<file path="src/design/hllrs_pkg.sv">
// Shared types, widths and codes of the HyperLogLog register sketch.
package hllrs_pkg;

  localparam int unsigned IndexBitsDef = 12;
  localparam int unsigned HashW        = 32;
  localparam int unsigned OpW          = 2;
  localparam int unsigned MergeIdxW    = 12;
  localparam int unsigned RankW        = 5;
  localparam int unsigned SumW         = 45;
  localparam int unsigned ZeroW        = 13;
  localparam int unsigned FracBits     = 32;
  localparam int unsigned QueueDepth   = 4;
  localparam int unsigned InDataW      = 56;
  localparam int unsigned OutDataW     = 64;

  typedef enum logic [OpW-1:0] {
    OP_ADD   = 2'd0,
    OP_MERGE = 2'd1,
    OP_QUERY = 2'd2
  } op_e;

  typedef enum logic {
    CMD_UPDATE = 1'b0,
    CMD_QUERY  = 1'b1
  } cmd_e;

  typedef enum logic [1:0] {
    ST_CLEAR = 2'd0,
    ST_RUN   = 2'd1,
    ST_WALK  = 2'd2
  } state_e;

  typedef struct packed {
    logic clearing;
  } back_status_t;

endpackage

</file>
<file path="src/design/hllrs_queue.sv">
// Small command queue between the front and back parts.
module hllrs_queue import hllrs_pkg::*; #(
  parameter int unsigned Width = 18,
  parameter int unsigned Depth = QueueDepth
) (
  input  logic             clk_i,
  input  logic             rst_ni,
  input  logic             push_i,
  input  logic [Width-1:0] push_data_i,
  output logic             full_o,
  input  logic             pop_i,
  output logic             valid_o,
  output logic [Width-1:0] data_o
);

  localparam int unsigned AddrW = (Depth > 1) ? $clog2(Depth) : 1;
  localparam int unsigned CntW  = $clog2(Depth + 1);

  logic [Width-1:0] slot_q [Depth];
  logic [AddrW-1:0] wr_ptr_q, wr_ptr_d, rd_ptr_q, rd_ptr_d;
  logic [CntW-1:0]  count_q, count_d;
  logic             do_push, do_pop;

  assign full_o  = (count_q == CntW'(Depth));
  assign valid_o = (count_q != '0);
  assign data_o  = slot_q[rd_ptr_q];
  assign do_push = push_i && !full_o;
  assign do_pop  = pop_i && valid_o;

  always_comb begin
    wr_ptr_d = wr_ptr_q;
    rd_ptr_d = rd_ptr_q;
    count_d  = count_q;
    if (do_push) begin
      wr_ptr_d = (wr_ptr_q == AddrW'(Depth - 1)) ? '0 : wr_ptr_q + AddrW'(1);
    end
    if (do_pop) begin
      rd_ptr_d = (rd_ptr_q == AddrW'(Depth - 1)) ? '0 : rd_ptr_q + AddrW'(1);
    end
    if (do_push && !do_pop) begin
      count_d = count_q + CntW'(1);
    end else if (do_pop && !do_push) begin
      count_d = count_q - CntW'(1);
    end
  end

  always_ff @(posedge clk_i or negedge rst_ni) begin
    if (!rst_ni) begin
      wr_ptr_q <= '0;
      rd_ptr_q <= '0;
      count_q  <= '0;
    end else begin
      wr_ptr_q <= wr_ptr_d;
      rd_ptr_q <= rd_ptr_d;
      count_q  <= count_d;
    end
  end

  always_ff @(posedge clk_i) begin
    if (do_push) begin
      slot_q[wr_ptr_q] <= push_data_i;
    end
  end

endmodule

</file>
<file path="config.mk">
export PLATFORM = sky130hd
export DESIGN_NAME = hllrs_queue
export DESIGN_NICKNAME = d
export VERILOG_FILES = /design/src/design/hllrs_pkg.sv /design/src/design/hllrs_queue.sv
export SDC_FILE = /design/constraint.sdc
export NUM_CORES = 1
export LEC_CHECK = 0
export BUFFER_PORTS_ARGS = -buffer_cell sky130_fd_sc_hd__clkbuf_2
export CAP_MARGIN = 20
export CORE_AREA = 2 2 97 137
export DETAILED_ROUTE_END_ITERATION = 16
export DIE_AREA = 0 0 99 139
export HOLD_SLACK_MARGIN = 0.12
export PLACE_DENSITY = 0.49
export SYNTH_ARGS = -nofsm -noshare
export SYNTH_HDL_FRONTEND = slang
export SYNTH_SLANG_ARGS = --single-unit
</file>
<file path="constraint.sdc">
create_clock -name clk_i -period 2.1 [get_ports clk_i]
set_input_delay 0.315 -clock clk_i [delete_from_list [all_inputs] [get_ports clk_i]]
set_output_delay 0.315 -clock clk_i [all_outputs]
set_load 0.05 [all_outputs]
</file>
Word level (Yosys, flattened, before mapping)
Memories as Yosys holds them, arrays and structs flattened. Index checks and enable logic that the tools add are counted.

Word-level logic and storage cells: 26. Memory bits (writable): 72. Memories: 1. Input bits: 22. Register bits: 7.

Eq/ne operators: 3. Muxes and demuxes: 6. $add $sub $neg: 4. Reductions and logical operators: 9.

Memory list: slot_q (words 4, width 18, rd ports 1, clocked after memory_dff 0, wr ports 1, line hllrs_queue.sv:19) `logic [Width-1:0] slot_q [Depth];`.

Operators with widths (count): $mux 3 (2); $add 2x1->2 const B (2); $eq 2x2->1 const B (2); $logic_and 1x1->1 (4); $mux 2 (2); $add 3x1->3 const B (1); $eq 3x3->1 const B (1); $logic_not 1->1 (3); $reduce_bool 3->1 (1); $sub 3x1->3 const B (1); $mux 1 (2); $reduce_bool 2->1 (1).

Logic depth before layout (Yosys ltp)
Depth after elaboration: 7. Mapped depth: 9. Mapped depth without buffers: 8.

Worst setup path before layout
Ideal clock, no wire load.

Kind: register -> register. Start: reg count_q[0]. End: reg count_q[1]. Path slack: -162 ps. Data required time: 1975 ps. Cell stages (with the launch flop): 8. Arrival: 2137 ps. Path buffers: 1. Period minus slack after synthesis: 2262 ps. Path through: dfrtp_1 nor3b_4 nor2b_2 buf_6 ha_1 inv_1 fa_1 mux2_2.

Elaborated cells between the ends (all ways): 14. Those cells by class: add/sub: 2; eq/ne: 1; mux: 2; reduce/logical: 9.

RTL lines: start: declaration (line hllrs_queue.sv:21) `logic [CntW-1:0] count_q, count_d;`; start signal: assignment (line hllrs_queue.sv:55) `count_q <= count_d;`; $eq 3x3->1 (line hllrs_queue.sv:24) `assign full_o = (count_q == CntW'(Depth));`; named net full_o (line hllrs_queue.sv:10) `output logic full_o,`; $logic_not 1->1 (line hllrs_queue.sv:27) `assign do_push = push_i && !full_o;`; $logic_and 1x1->1 (line hllrs_queue.sv:27); named net do_push (line hllrs_queue.sv:22) `logic do_push, do_pop;`; $logic_and 1x1->1 (line hllrs_queue.sv:40) `if (do_push && !do_pop) begin`; $mux 3 (line hllrs_queue.sv:40); named net count_d[1] (line hllrs_queue.sv:21).

The timed path passes the listed nets, and every way through them passes these cells. The select of a mux whose other input is x is not followed. A chain may end at the register's enable or synchronous reset.

Worst setup path after layout
Start: reg rd_ptr_q[0]. End: out data_o[8].

Cells in the longest elaborated chain, start to end: 1.

RTL lines: start: declaration (line hllrs_queue.sv:20) `logic [AddrW-1:0] wr_ptr_q, wr_ptr_d, rd_ptr_q, rd_ptr_d;`; start signal: assignment (line hllrs_queue.sv:54) `rd_ptr_q <= rd_ptr_d;`; $mem_v2 4x18; end: declaration (line hllrs_queue.sv:13) `output logic [Width-1:0] data_o`.

Every way passes these cells.

==> reports/results.ini <==
[status]
run_status = finished clean

[pwr]
power-per-cell-area_mw_per_mm2 = 1650
intPower_mw = 4.14
combinationalPowerShare_pct = 42.4
power_frac_seq_pct = 34.2
leakage_nw = 1.42
swShare_pct = 36.7
irDropWorstVdd_v = 0.000551
p_sw_mw = 2.39
clock_network_power_share_pct = 23.5

[clock_tree]
clkTransAtPathRegs_ns = 0.06
clk_root_buffer_cell = clkbuf_16
cts_tree = yes
cts-root-to-sink-buffers = 2
cts_max_level = 3
numCtsBuffers = 9
worstSkewPairLatency_ns = 0.33
numClockSinks = 79

[logic_synthesis]
leading_cell_type_by_number_of_instances_after_synthesis = edfxtp_1
synth_area_leader_cell = edfxtp_1
mappedNetlistNets = 160
synthCells = 131
synth-edff-count = 72
ys.warnings.count = 0
ys_ff_latch = 79
syn-mean-instance-area_sq_um = 23.4
post_synth_instance_area_sq_mm = 0.00307
portion_of_synthesized_cell_area_occupied_by_the_leading_cell_type_pct = 70.4
netlist_top_cells_count = 72 x edfxtp_1, 18 x mux4_2, 7 x dfrtp_1
yosys.cell_types.count = 19
synth_top_cells_by_area = edfxtp_1 70%, mux4_2 13%, dfrtp_1 5.7%, ha_1 2.4%, mux2_4 2.0%
dominantRegCellSynth = edfxtp_1
ys_async_sr_fraction_pct = 8.86
synth_sequential_area_ratio_pct = 76.1

[place]
placement.cell_area_sq_mm = 0.00356
buffer_ports.inserted = 41
post-place-ws_ns = 0.152
place_hpwl_um = 3590
globalplace.congestion = 0.697

[timing]
worst_slack_ns = 0.0774
finalSetupViolations = 0
transition_time_at_the_pin_with_the_least_slew_margin_ns = 0.516
finalCritPeriodShare_pct = 96.3
hold_viol_final = 0
max_clock_freq_mhz = 494
worst_slew_margin_rel_pct = 65.6
finClkSkew_ns = 0.00613
slew_viol_final = 0
layout_min_cycle_time_ns = 2.02
rsz0062_at_grt = no

[drt]
route.vias.total = 1420
drc_errors = 0
antenna_violating_nets_post_route = 0
vias_per_cell = 4.08
final_routed_wirelength_um = 5700
drt-wirelength-per-cell_um = 16.4
drt_first_iter_violations = 46
first_pass_iters = 4

[global_route]
grt_pass1_vias = 1527
grt_start_max_net_pins = 19
first_pass_grt_wire_length_um = 8910
groute.usage.overall_pct = 8.98
grt_residual_overflow = 0
grt_antenna_before_repair = 0

[layout]
drive_gt1_share_pct = 51.8
design_area_sq_mm = 0.00396
areaGrowthSynthToFinish_pct = 28.9
nets = 219
num_antenna_cells = 0

[floorplan]
design.die.area_sq_mm = 0.0138
fp.coreArea_sq_mm = 0.0126
initial_core_util_pct = 24.4
die_height_um = 139
fp.dieW_um = 99
io_pins = 42
num_rows = 49

[setup_path]
timing.critical_path.to_type = output pin
rrSetupSlack_ns = 0.17
worst_ep_required_time_ns = 1.78
cp-start-kind = flip-flop
worst_r2r_endpoint = count_q[2]
worst_r2r_path_depth = 8
timing.setup.critical_path_class = reg -> out
crit_path_start = rd_ptr_q[0]
critical_path_peak_fanout = 9
rr_startpoint = count_q[0]
crit_path_end = data_o[8]
worst-endpoint-arrival_ns = 1.71

[job]
max_cap_violations = 0

[worst_hold_path]
path_type_of_the_worst_min_delay_path = in -> reg

metrics by stage:
step / utilization, % / total power, mW / std cells / hold WS [ns] / TNS, ns
final: 31.5 / 6.53 / 348 / 0.198 / 0
after global routing: 31.5 / 6.88 / 348 / 0.190 / 0
after CTS: 31.5 / 6.66 / 348 / 0.183 / 0
after detailed placement: 28.4 / 4.88 / 329 / 0.178 / 0
after global placement: 28.4 / 4.85 / 329 / 0.164 / 0
after floorplan: - / 4.17 / 131 / 0.0194 / -0.0685
metal layers:
| layer | vias up | wire, um | global-route usage, % |
|---|---|---|---|
| met3 | 8 | 250 | 3.43 |
| li1 | 654 | - | - |
| met4 | 0 | 78 | 4.11 |
| met5 | - | 0 | 0 |
| met1 | 725 | 2290 | 10.3 |
| met2 | 33 | 3080 | 14.8 |
power groups by stage:
stage	registers [mW]	clock network (mW)	logic, mW
final	2.23	1.53	2.77
after global routing	2.27	1.65	2.97
after CTS	2.24	1.59	2.84
after detailed placement	2.26	0	2.62
after global placement	2.24	0	2.60
after floorplan	2.23	0	1.94
layout make-up:
class,instances,area [sq um]
clock buffer,9,225
clock inverter,7,68.8
fill,1198,8610
inverter,3,11.3
multi-input combinational,44,702
sequential,79,2340
tap,153,191
timing repair buffer,53,423
state kept, by name (all words and copies together) (netlist names):
register and flops:
wr_ptr_q 2, count_q 3, rd_ptr_q 2, slot_q 72
critical path, stage by stage, from the launching register on:
cell,delay (ns)
dfrtp_2,0.44
buf_12,0.17
mux4_2,0.51
clkbuf_2,0.25
worst min-delay path by stage:
| stage | cells past startpoint | start | slack (ns) | end |
|---|---|---|---|---|
| floorplan | 0 | rst_ni | 0.02 | count_q[0] |
| global placement | 1 | rst_ni | 0.16 | count_q[2] |
| detailed placement | 1 | rst_ni | 0.18 | count_q[1] |
| CTS | 1 | push_data_i[14] | 0.18 | slot_q[2][14] |
| global route | 1 | push_data_i[1] | 0.19 | slot_q[2][1] |
| finish | 1 | push_data_i[14] | 0.20 | slot_q[2][14] |
layout by cell type (no fill, tap or decap):
cell,n
and2_2,4
buf_12,4
buf_16,1
buf_4,6
bufinv_16,1
clkbuf_16,9
clkbuf_2,29
clkbuf_4,8
clkbuf_8,4
clkinv_1,1
clkinv_2,2
clkinvlp_4,1
dfrtp_1,6
dfrtp_2,1
dlygate4sd3_1,1
edfxtp_1,72
fa_1,1
ha_1,5
ha_4,1
inv_1,2
inv_2,1
inv_6,2
mux2_2,1
mux2_4,4
mux4_2,18
nand2_4,1
nor2_1,3
nor2b_2,1
nor3b_4,1
or3_4,1
xnor2_1,1
xor2_1,2
kinds of logic (layout without fill, tap and decap cells):
| family | Yosys count | in the layout | synth area share (%) |
|---|---|---|---|
| xor gates and xnor gates | 3 | 3 | 0.856 |
| adders and majority gates | 7 | 7 | 3.10 |
| buffers and inverters | 8 | 72 | 1.47 |
| DFF | 79 | 79 | 76.1 |
| muxes | 23 | 23 | 15.5 |
| and+or+nand+nor | 11 | 11 | 2.97 |
timing repair:
action	in CTS	in global routing
setup endpoints to repair	18	0
setup buffers	1	0
resized for setup	18	0
hold buffers	1	0
hold endpoints to repair	7	0
(Power assumes the default switching activity.)
