## src/design/hllrs_pkg.sv

```systemverilog
// Shared types, widths and codes of the HyperLogLog register sketch.
package hllrs_pkg;

  localparam int unsigned IndexBitsDef = 12;
  localparam int unsigned HashW        = 32;
  localparam int unsigned OpW          = 2;
  localparam int unsigned MergeIdxW    = 12;
  localparam int unsigned RankW        = 5;
  localparam int unsigned SumW         = 45;
  localparam int unsigned ZeroW        = 13;
  localparam int unsigned FracBits     = 32;
  localparam int unsigned QueueDepth   = 4;
  localparam int unsigned InDataW      = 56;
  localparam int unsigned OutDataW     = 64;

  typedef enum logic [OpW-1:0] {
    OP_ADD   = 2'd0,
    OP_MERGE = 2'd1,
    OP_QUERY = 2'd2
  } op_e;

  typedef enum logic {
    CMD_UPDATE = 1'b0,
    CMD_QUERY  = 1'b1
  } cmd_e;

  typedef enum logic [1:0] {
    ST_CLEAR = 2'd0,
    ST_RUN   = 2'd1,
    ST_WALK  = 2'd2
  } state_e;

  typedef struct packed {
    logic clearing;
  } back_status_t;

endpackage

```

## src/design/hllrs_front.sv

```systemverilog
// Front part: accepts input transfers, computes index and rank, queues commands.
module hllrs_front import hllrs_pkg::*; #(
  parameter int unsigned IndexBits = IndexBitsDef,
  localparam int unsigned EntW     = 1 + IndexBits + RankW
) (
  input  logic               s_tvalid_i,
  output logic               s_tready_o,
  input  logic [InDataW-1:0] s_tdata_i,
  input  logic [OpW-1:0]     s_tuser_i,
  input  back_status_t       status_i,
  input  logic               q_full_i,
  output logic               q_push_o,
  output logic [EntW-1:0]    q_data_o
);

  localparam int unsigned RestW = HashW - IndexBits;

  logic [HashW-1:0]     hash;
  logic [MergeIdxW-1:0] merge_index;
  logic [RankW-1:0]     merge_rank;
  logic [RestW-1:0]     rest;
  logic [RankW-1:0]     hash_rank;
  logic [IndexBits-1:0] idx;
  logic [RankW-1:0]     rank;
  cmd_e                 kind;
  logic                 keep;
  logic                 xfer;

  assign hash        = s_tdata_i[HashW-1:0];
  assign merge_index = s_tdata_i[HashW +: MergeIdxW];
  assign merge_rank  = s_tdata_i[HashW + MergeIdxW +: RankW];
  assign rest        = hash[RestW-1:0];

  // leading zeros of the low hash bits plus one; highest set bit wins
  always_comb begin
    hash_rank = RankW'(RestW + 1);
    for (int i = 0; i < RestW; i++) begin
      if (rest[i]) begin
        hash_rank = RankW'(RestW - i);
      end
    end
  end

  always_comb begin
    kind = CMD_UPDATE;
    idx  = hash[HashW-1 -: IndexBits];
    rank = hash_rank;
    keep = 1'b1;
    unique case (s_tuser_i)
      OP_ADD: begin
        kind = CMD_UPDATE;
      end
      OP_MERGE: begin
        idx  = IndexBits'(merge_index);
        rank = merge_rank;
      end
      OP_QUERY: begin
        kind = CMD_QUERY;
      end
      default: begin
        keep = 1'b0;
      end
    endcase
  end

  assign s_tready_o = !q_full_i && !status_i.clearing;
  assign xfer       = s_tvalid_i && s_tready_o;
  assign q_push_o   = xfer && keep;
  assign q_data_o   = {kind, idx, rank};

endmodule

```

## config.mk

```make
export PLATFORM = sky130hd
export DESIGN_NAME = hllrs_front
export DESIGN_NICKNAME = d
export VERILOG_FILES = /design/src/design/hllrs_pkg.sv /design/src/design/hllrs_front.sv
export SDC_FILE = /design/constraint.sdc
export NUM_CORES = 1
export LEC_CHECK = 0
export BUFFER_PORTS_ARGS = -buffer_cell sky130_fd_sc_hd__buf_2
export CAP_MARGIN = 5
export CELL_PAD_IN_SITES_DETAIL_PLACEMENT = 2
export CELL_PAD_IN_SITES_GLOBAL_PLACEMENT = 2
export CORE_MARGIN = 3
export CORE_UTILIZATION = 11
export DETAILED_ROUTE_END_ITERATION = 10
export PLACE_DENSITY_LB_ADDON = 0.1
export REMOVE_ABC_BUFFERS = 1
export SLEW_MARGIN = 25
export SYNTH_ARGS = -nofsm -noshare
export SYNTH_HDL_FRONTEND = slang
export SYNTH_SLANG_ARGS = --single-unit
export TNS_END_PERCENT = 10
```

## constraint.sdc

```tcl
create_clock -name vclk -period 1.5
set_input_delay 0.075 -clock vclk [all_inputs]
set_output_delay 0.075 -clock vclk [all_outputs]
set_load 0.01 [all_outputs]
```

Word level (Yosys, flattened, before mapping)
Index checks and enable logic that the tools add are counted.
Word-level totals
  register bits: 0
  latch bits: 0
  bits in writable memories: 0
  memory bits (read-only): 0
  input port bits: 61
  output and inout port bits: 20
  word-level logic and storage cells: 33
  memories: 0
Operators by class
  add/sub/neg operators: 0
  multipliers: 0
  div/mod/pow operators: 0
  $lt $le $gt $ge: 0
  eq/ne operators: 2
  shifts and indexed selects: 0
  multiplexer cells: 24
  bitwise logic cells: 0
  reduce and logical (&&, ||, !) cells: 7
Operators by type and width (count)
  5-bit two-way mux: 20
  12-bit two-way mux: 1
  1-bit logical AND: 3
  1-bit two-way mux: 3
  3-bit OR reduction: 1
  2-bit by 1-bit == test with 1-bit output, second input constant: 1
  2-bit == test, second input constant: 1
  1-bit logical NOT: 2
  2-bit logical NOT: 1

Logic depth before layout (Yosys ltp)
Gate-level depths: netlist of the first run.
  word-level depth: 21
  mapped depth: 6
  mapped depth without buffers: 4

Worst setup path before layout of the first run
OpenSTA, ideal clock, no wires.
  kind: input port to output port
  start: in s_tdata_i[4]
  end: out q_data_o[2]
  arrival time: 985 ps
  required time: 1425 ps
  path slack: 440 ps
  stages on the path: 4
  cells stage by stage: or4_1 > a31oi_1 > o21ai_1 > o21ai_2
Between the ends
  cells in the longest elaborated chain, start to end: 17
RTL lines
  start, declared: line hllrs_front.sv:8  | input logic [InDataW-1:0] s_tdata_i,
  5-bit two-way mux (16 in a row): line hllrs_front.sv:38  | if (rest[i]) begin
  5-bit two-way mux: line hllrs_front.sv:49  | unique case (s_tuser_i)
  end, declared: line hllrs_front.sv:13  | output logic [EntW-1:0] q_data_o
No other way between the ends.

Worst setup path after layout of the first run
  start: in s_tdata_i[11]
  end: out q_data_o[0]
Between the ends
  cells in the longest elaborated chain, start to end: 10
RTL lines (line)
  5-bit two-way mux (9 in a row): hllrs_front.sv:38
  5-bit two-way mux: hllrs_front.sv:49
No other way between the ends.

==> metrics.txt, run 1 <==
first-pass GRT wire length 3974 um; Synth top area share 0.3086; power density over cell area 262.7 nW/um^2; vias in the first global route 907; Worst Setup Start Kind input pin; final period utilization 0.9097; CP top delay family compound AO/OA/AOI/OAI gates; largest net degree at the start of global routing 19; setup repair after global routing missed its margin no; GR Overflow Total 0; Final nets between 200 and 250; PortBufs 74; routed vias between 700 and 800; initial antenna violation count 0; # clk buffers 0; RePlAce Congestion 0.6393; Die H 69.10 um; Design Area, Final 862.1 um^2; Syn Area/Cell between 6 and 7 um^2; CP Class in2out; gr usage total 0.09481; drt via density between 4 and 5; DPL Wire Length 2202 um; Starting DRT DRC Count 5; CP bufs+invs 2; crit path DAT 1.29 ns; MaxCap Viol Count 0; share of layout cells above drive strength 1 0.6475; layout overhead on the synthesized area 96.86%; number of cells upsized or downsized after cts 0; total core area between 3000 and 4000 um^2; total power ~230 uW; # fillers between 400 and 500; postcts setup bufs 0; Area contributors post-synth mux2_2, nor2_1, a21oi_1; Initial Util 0.1170; worst-path cell chain buf_2 -> or3_1 -> a221o_1 -> a21oi_1 -> o221ai_1 -> buf_2; sequential share of the synthesized area 0; sequential cell count 0; final hold vios 0; Ant. Diodes 0; area leader, netlist mux2_2; CP endpoint kind output port; Critical Path Max Stage Delay 0.36 ns; Pre-Repair DR Iteration Count 2; top-level port count 81; Gate Count Post-Synth 67; Hold Crit Class in2out; Unique masters post-synth 26; Rows 22; maximum vdd drop between 60 and 70 uV; Yosys Warn Count 0; Peak Freq 732.8 MHz; final wirelength 2349 um; Worst Tran Pin Value 0.3747 ns; Critical-path top delay cell or3_1; placed instance area between 800 and 900 um^2; drt wl/cell between 10 and 15 um; Die Footprint 4774 um^2; Worst Path Max Fanout 4; Slew Limit Fails 0; pre-CTS setup slack 0.1235 ns; post-layout min period approximately 1.4 ns; mapped cell area 437.9 um^2; Post-DRT Antenna Nets 0; Worst EP required between 1 and 1.5 ns; hold_buf cts 0; most used cell, CP buf_2; Remaining DRCs 0; status completed; DIE WIDTH 69.10 um; final setup margin 0.1354 ns; # setup viols final 0; static leakage 0.4599 nW; Reg area 0 um^2; relative slew slack 0.7437
## cells in the mapped netlist, types with 2 or more instances
cell	count
nand3_1	3
mux2_2	12
a221o_1	2
nor3_1	3
nand2_1	5
or4_1	2
buf_4	2
nor2b_1	2
a21oi_1	5
nor2_1	10
o31ai_1	3
inv_1	4
## stage by stage
step	TNS [ns]	hold WS (ns)	instances	utilization
after CTS	0	0.4008	187	0.2303
after global placement	0	0.3883	187	0.2303
after detailed placement	0	0.4006	187	0.2303
final	0	0.3956	187	0.2303
after floorplan	-1.093	0.1964	63	-
after global routing	0	0.4212	187	0.2303
## final timing paths
check	slack [ns]	to	cells after the start	start
worst min-delay path	0.40	s_tready_o	3	q_full_i
worst max-delay path	0.14	q_data_o[0]	6	s_tdata_i[11]
## cell usage in the layout, fill, tap and decap left out
| cell type | instances |
|---|---|
| buf_2 | 74 |
| mux2_2 | 12 |
| nor2_1 | 10 |
| nand2_1 | 5 |
| a21oi_1 | 5 |
| inv_1 | 4 |
| nor3_1 | 3 |
| nand3_1 | 3 |
| o31ai_1 | 3 |
| or4_1 | 2 |
| a221o_1 | 2 |
| buf_4 | 2 |
| nor2b_2 | 1 |
| nor4_1 | 1 |
| nor3b_1 | 1 |
| a21o_1 | 1 |
| a31oi_1 | 1 |
| o21ai_1 | 1 |
| o21ai_2 | 1 |
| a2111oi_0 | 1 |
| nand2b_1 | 1 |
| or3_1 | 1 |
| o21ai_0 | 1 |
| o221ai_1 | 1 |
| and3_1 | 1 |
| nor2b_1 | 1 |
## cell families after synthesis
group                  share of synthesized area
AO/OA/AOI/OAI                             0.2686
AND/OR/NAND/NOR                           0.3343
multiplexers                              0.3086
buffers and inverters                    0.08853
## layer usage
metal  global-route usage  routed length (um)  part of all wire
met3              0.01603                 152             0.065
met5                    0                   0                 0
met1               0.1102                 905              0.39
met2               0.1886                1291              0.55
met4                    0                   0                 0
## power breakdown
group | switching, mW | internal (mW) | total [mW]
Clock | 0 | 0 | 0
Sequential | 0 | 0 | 0
Combinational | 0.105 | 0.122 | 0.226
Total | 0.105 | 0.122 | 0.226
## layout make-up
class	count	area, um^2	area share
Timing Repair Buffer	76	385.4	0.4470
Inverter	4	15.01	0.01742
Multi-Input combinational cell	59	401.6	0.4659
Tap cell	48	60.06	0.06967
Note: power is estimated with default switching activity, not from simulation.
==> inputs of run 2 (changes only) <==
clock period = 1.7 ns   (was 1.5 ns; I/O delays follow)
==> run 2 against run 1 <==
Effect of this change: core utilization decreased by 0.20 points; sequential share of layout area unchanged; power decreased by 12%; combinational power decreased by 12%; clock-buffer cell count unchanged; worst setup slack improved by 0.17 ns; die area unchanged; critical path depth unchanged; flip-flop and latch count unchanged.
==> metrics.txt, run 2 (same netlist as run 1, synthesis figures left out) <==
status completed; DPL Wire Length ~2300 um; postcts setup bufs 0; MaxCap Viol Count 0; internal power 105.8 uW; CP endpoint kind output port; most common cell after layout, fill and taps aside buf_2; most frequent cells in the layout buf_2, mux2_2, nor2_1; hold slack about 0.41 ns; Sequential Power Share 0; share of layout cells above drive strength 1 0.6449; PortBufs 74; Worst Hold Depth 3; hold_buf cts 0; Hold Path Sink s_tready_o; largest net degree at the start of global routing 19; Comb power frac 1.000; Ant. Diodes 0; final period utilization 0.8221; DIE WIDTH 69.10 um; setup repair after global routing missed its margin no; sequential cell count 0; gr usage total 0.09871; Rows 22; Reg area 0 um^2; relative slew slack 0.7281; Worst Setup Start Kind input pin; number of cells upsized or downsized after cts 0; part of the power in the clock network 0; maximum vdd drop 52.55 uV; post-layout min period 1.398 ns; crit path DAT between 1 and 1.5 ns; met1 Resource Use GR 0.1024; Peak Freq approximately 720 MHz; Post-DRT Antenna Nets 0; Hold Crit Class in2out; power density over cell area between 200 and 250 nW/um^2; initial antenna violation count 0; hold_sp q_full_i; Die H about 70 um; # setup viols final 0; final hold vios 0; routed vias 787; GR Overflow Total 0; sw frac 0.4670; drt wl/cell 13.03 um; first-pass GRT wire length 4112 um; Worst Path Max Fanout 4; Worst Tran Pin Value 0.4042 ns; grt met2 use 0.2119; Pre-Repair DR Iteration Count 2; met3 usage 0.01603; # clk buffers 0; total core area 3744 um^2; final wirelength 2424 um; Slew Limit Fails 0; vias in the first global route approximately 900; Worst EP required 1.62 ns; Util after Layout 0.2283; drt via density 4.231; static leakage 0.4548 nW; Final nets around 200; CP Class in2out; top-level port count 81; RePlAce Congestion 0.6716; Starting DRT DRC Count 8; setup TNS 0 ns; GR peak layer met2; layout overhead on the synthesized area 95.14%; Die Footprint roughly 4800 um^2; Net Sw Power 92.67 uW; Remaining DRCs 0; Initial Util 0.1170
==> run 2: worst max path at each step <==
stage / start / end / cells after the start
after floorplan: s_tuser_i[0] / q_data_o[10] / 2
after global placement: s_tdata_i[11] / q_data_o[0] / 6
after detailed placement: s_tdata_i[11] / q_data_o[0] / 6
after CTS: s_tdata_i[11] / q_data_o[0] / 6
after global routing: s_tdata_i[12] / q_data_o[3] / 6
final: s_tdata_i[11] / q_data_o[0] / 6
==> run 2: worst max-delay path, stage by stage <==
cell and delay [ns]:
buf_2 0.12, or3_1 0.37, a221o_1 0.27, a21oi_1 0.16, o221ai_1 0.14, buf_2 0.16
==> run 2: area by class of cell <==
cell class,count,area (um^2)
fill,496,2889
inverter,4,15.01
multi-input combinational,59,401.6
tap,48,60.06
timing repair buffer,75,377.9
==> run 2: power by group through the flow <==
stage | combinational (mW) | sequential, mW | clock (mW)
after CTS | 0.204 | 0 | 0
after floorplan | 0.0842 | 0 | 0
final | 0.198 | 0 | 0
after global placement | 0.197 | 0 | 0
after detailed placement | 0.203 | 0 | 0
after global routing | 0.225 | 0 | 0
==> run 2: through the flow <==
step / setup WS (ns) / power [mW] / std cells / cell area (um^2)
floorplan: 0.09416 / 0.08418 / 63 / 414.1
global placement: 0.2777 / 0.1971 / 186 / 854.6
detailed placement: 0.2733 / 0.2033 / 186 / 854.6
CTS: 0.2527 / 0.2044 / 186 / 854.6
global route: 0.1992 / 0.2247 / 186 / 854.6
finish: 0.3024 / 0.1984 / 186 / 854.6
==> run 2: metal layers <==
layer,up-vias,part of all wire,wire [um]
met5,-,0,0
met4,0,0,0
met3,0,0.057,138
met2,28,0.57,1389
met1,368,0.37,896
li1,391,-,-
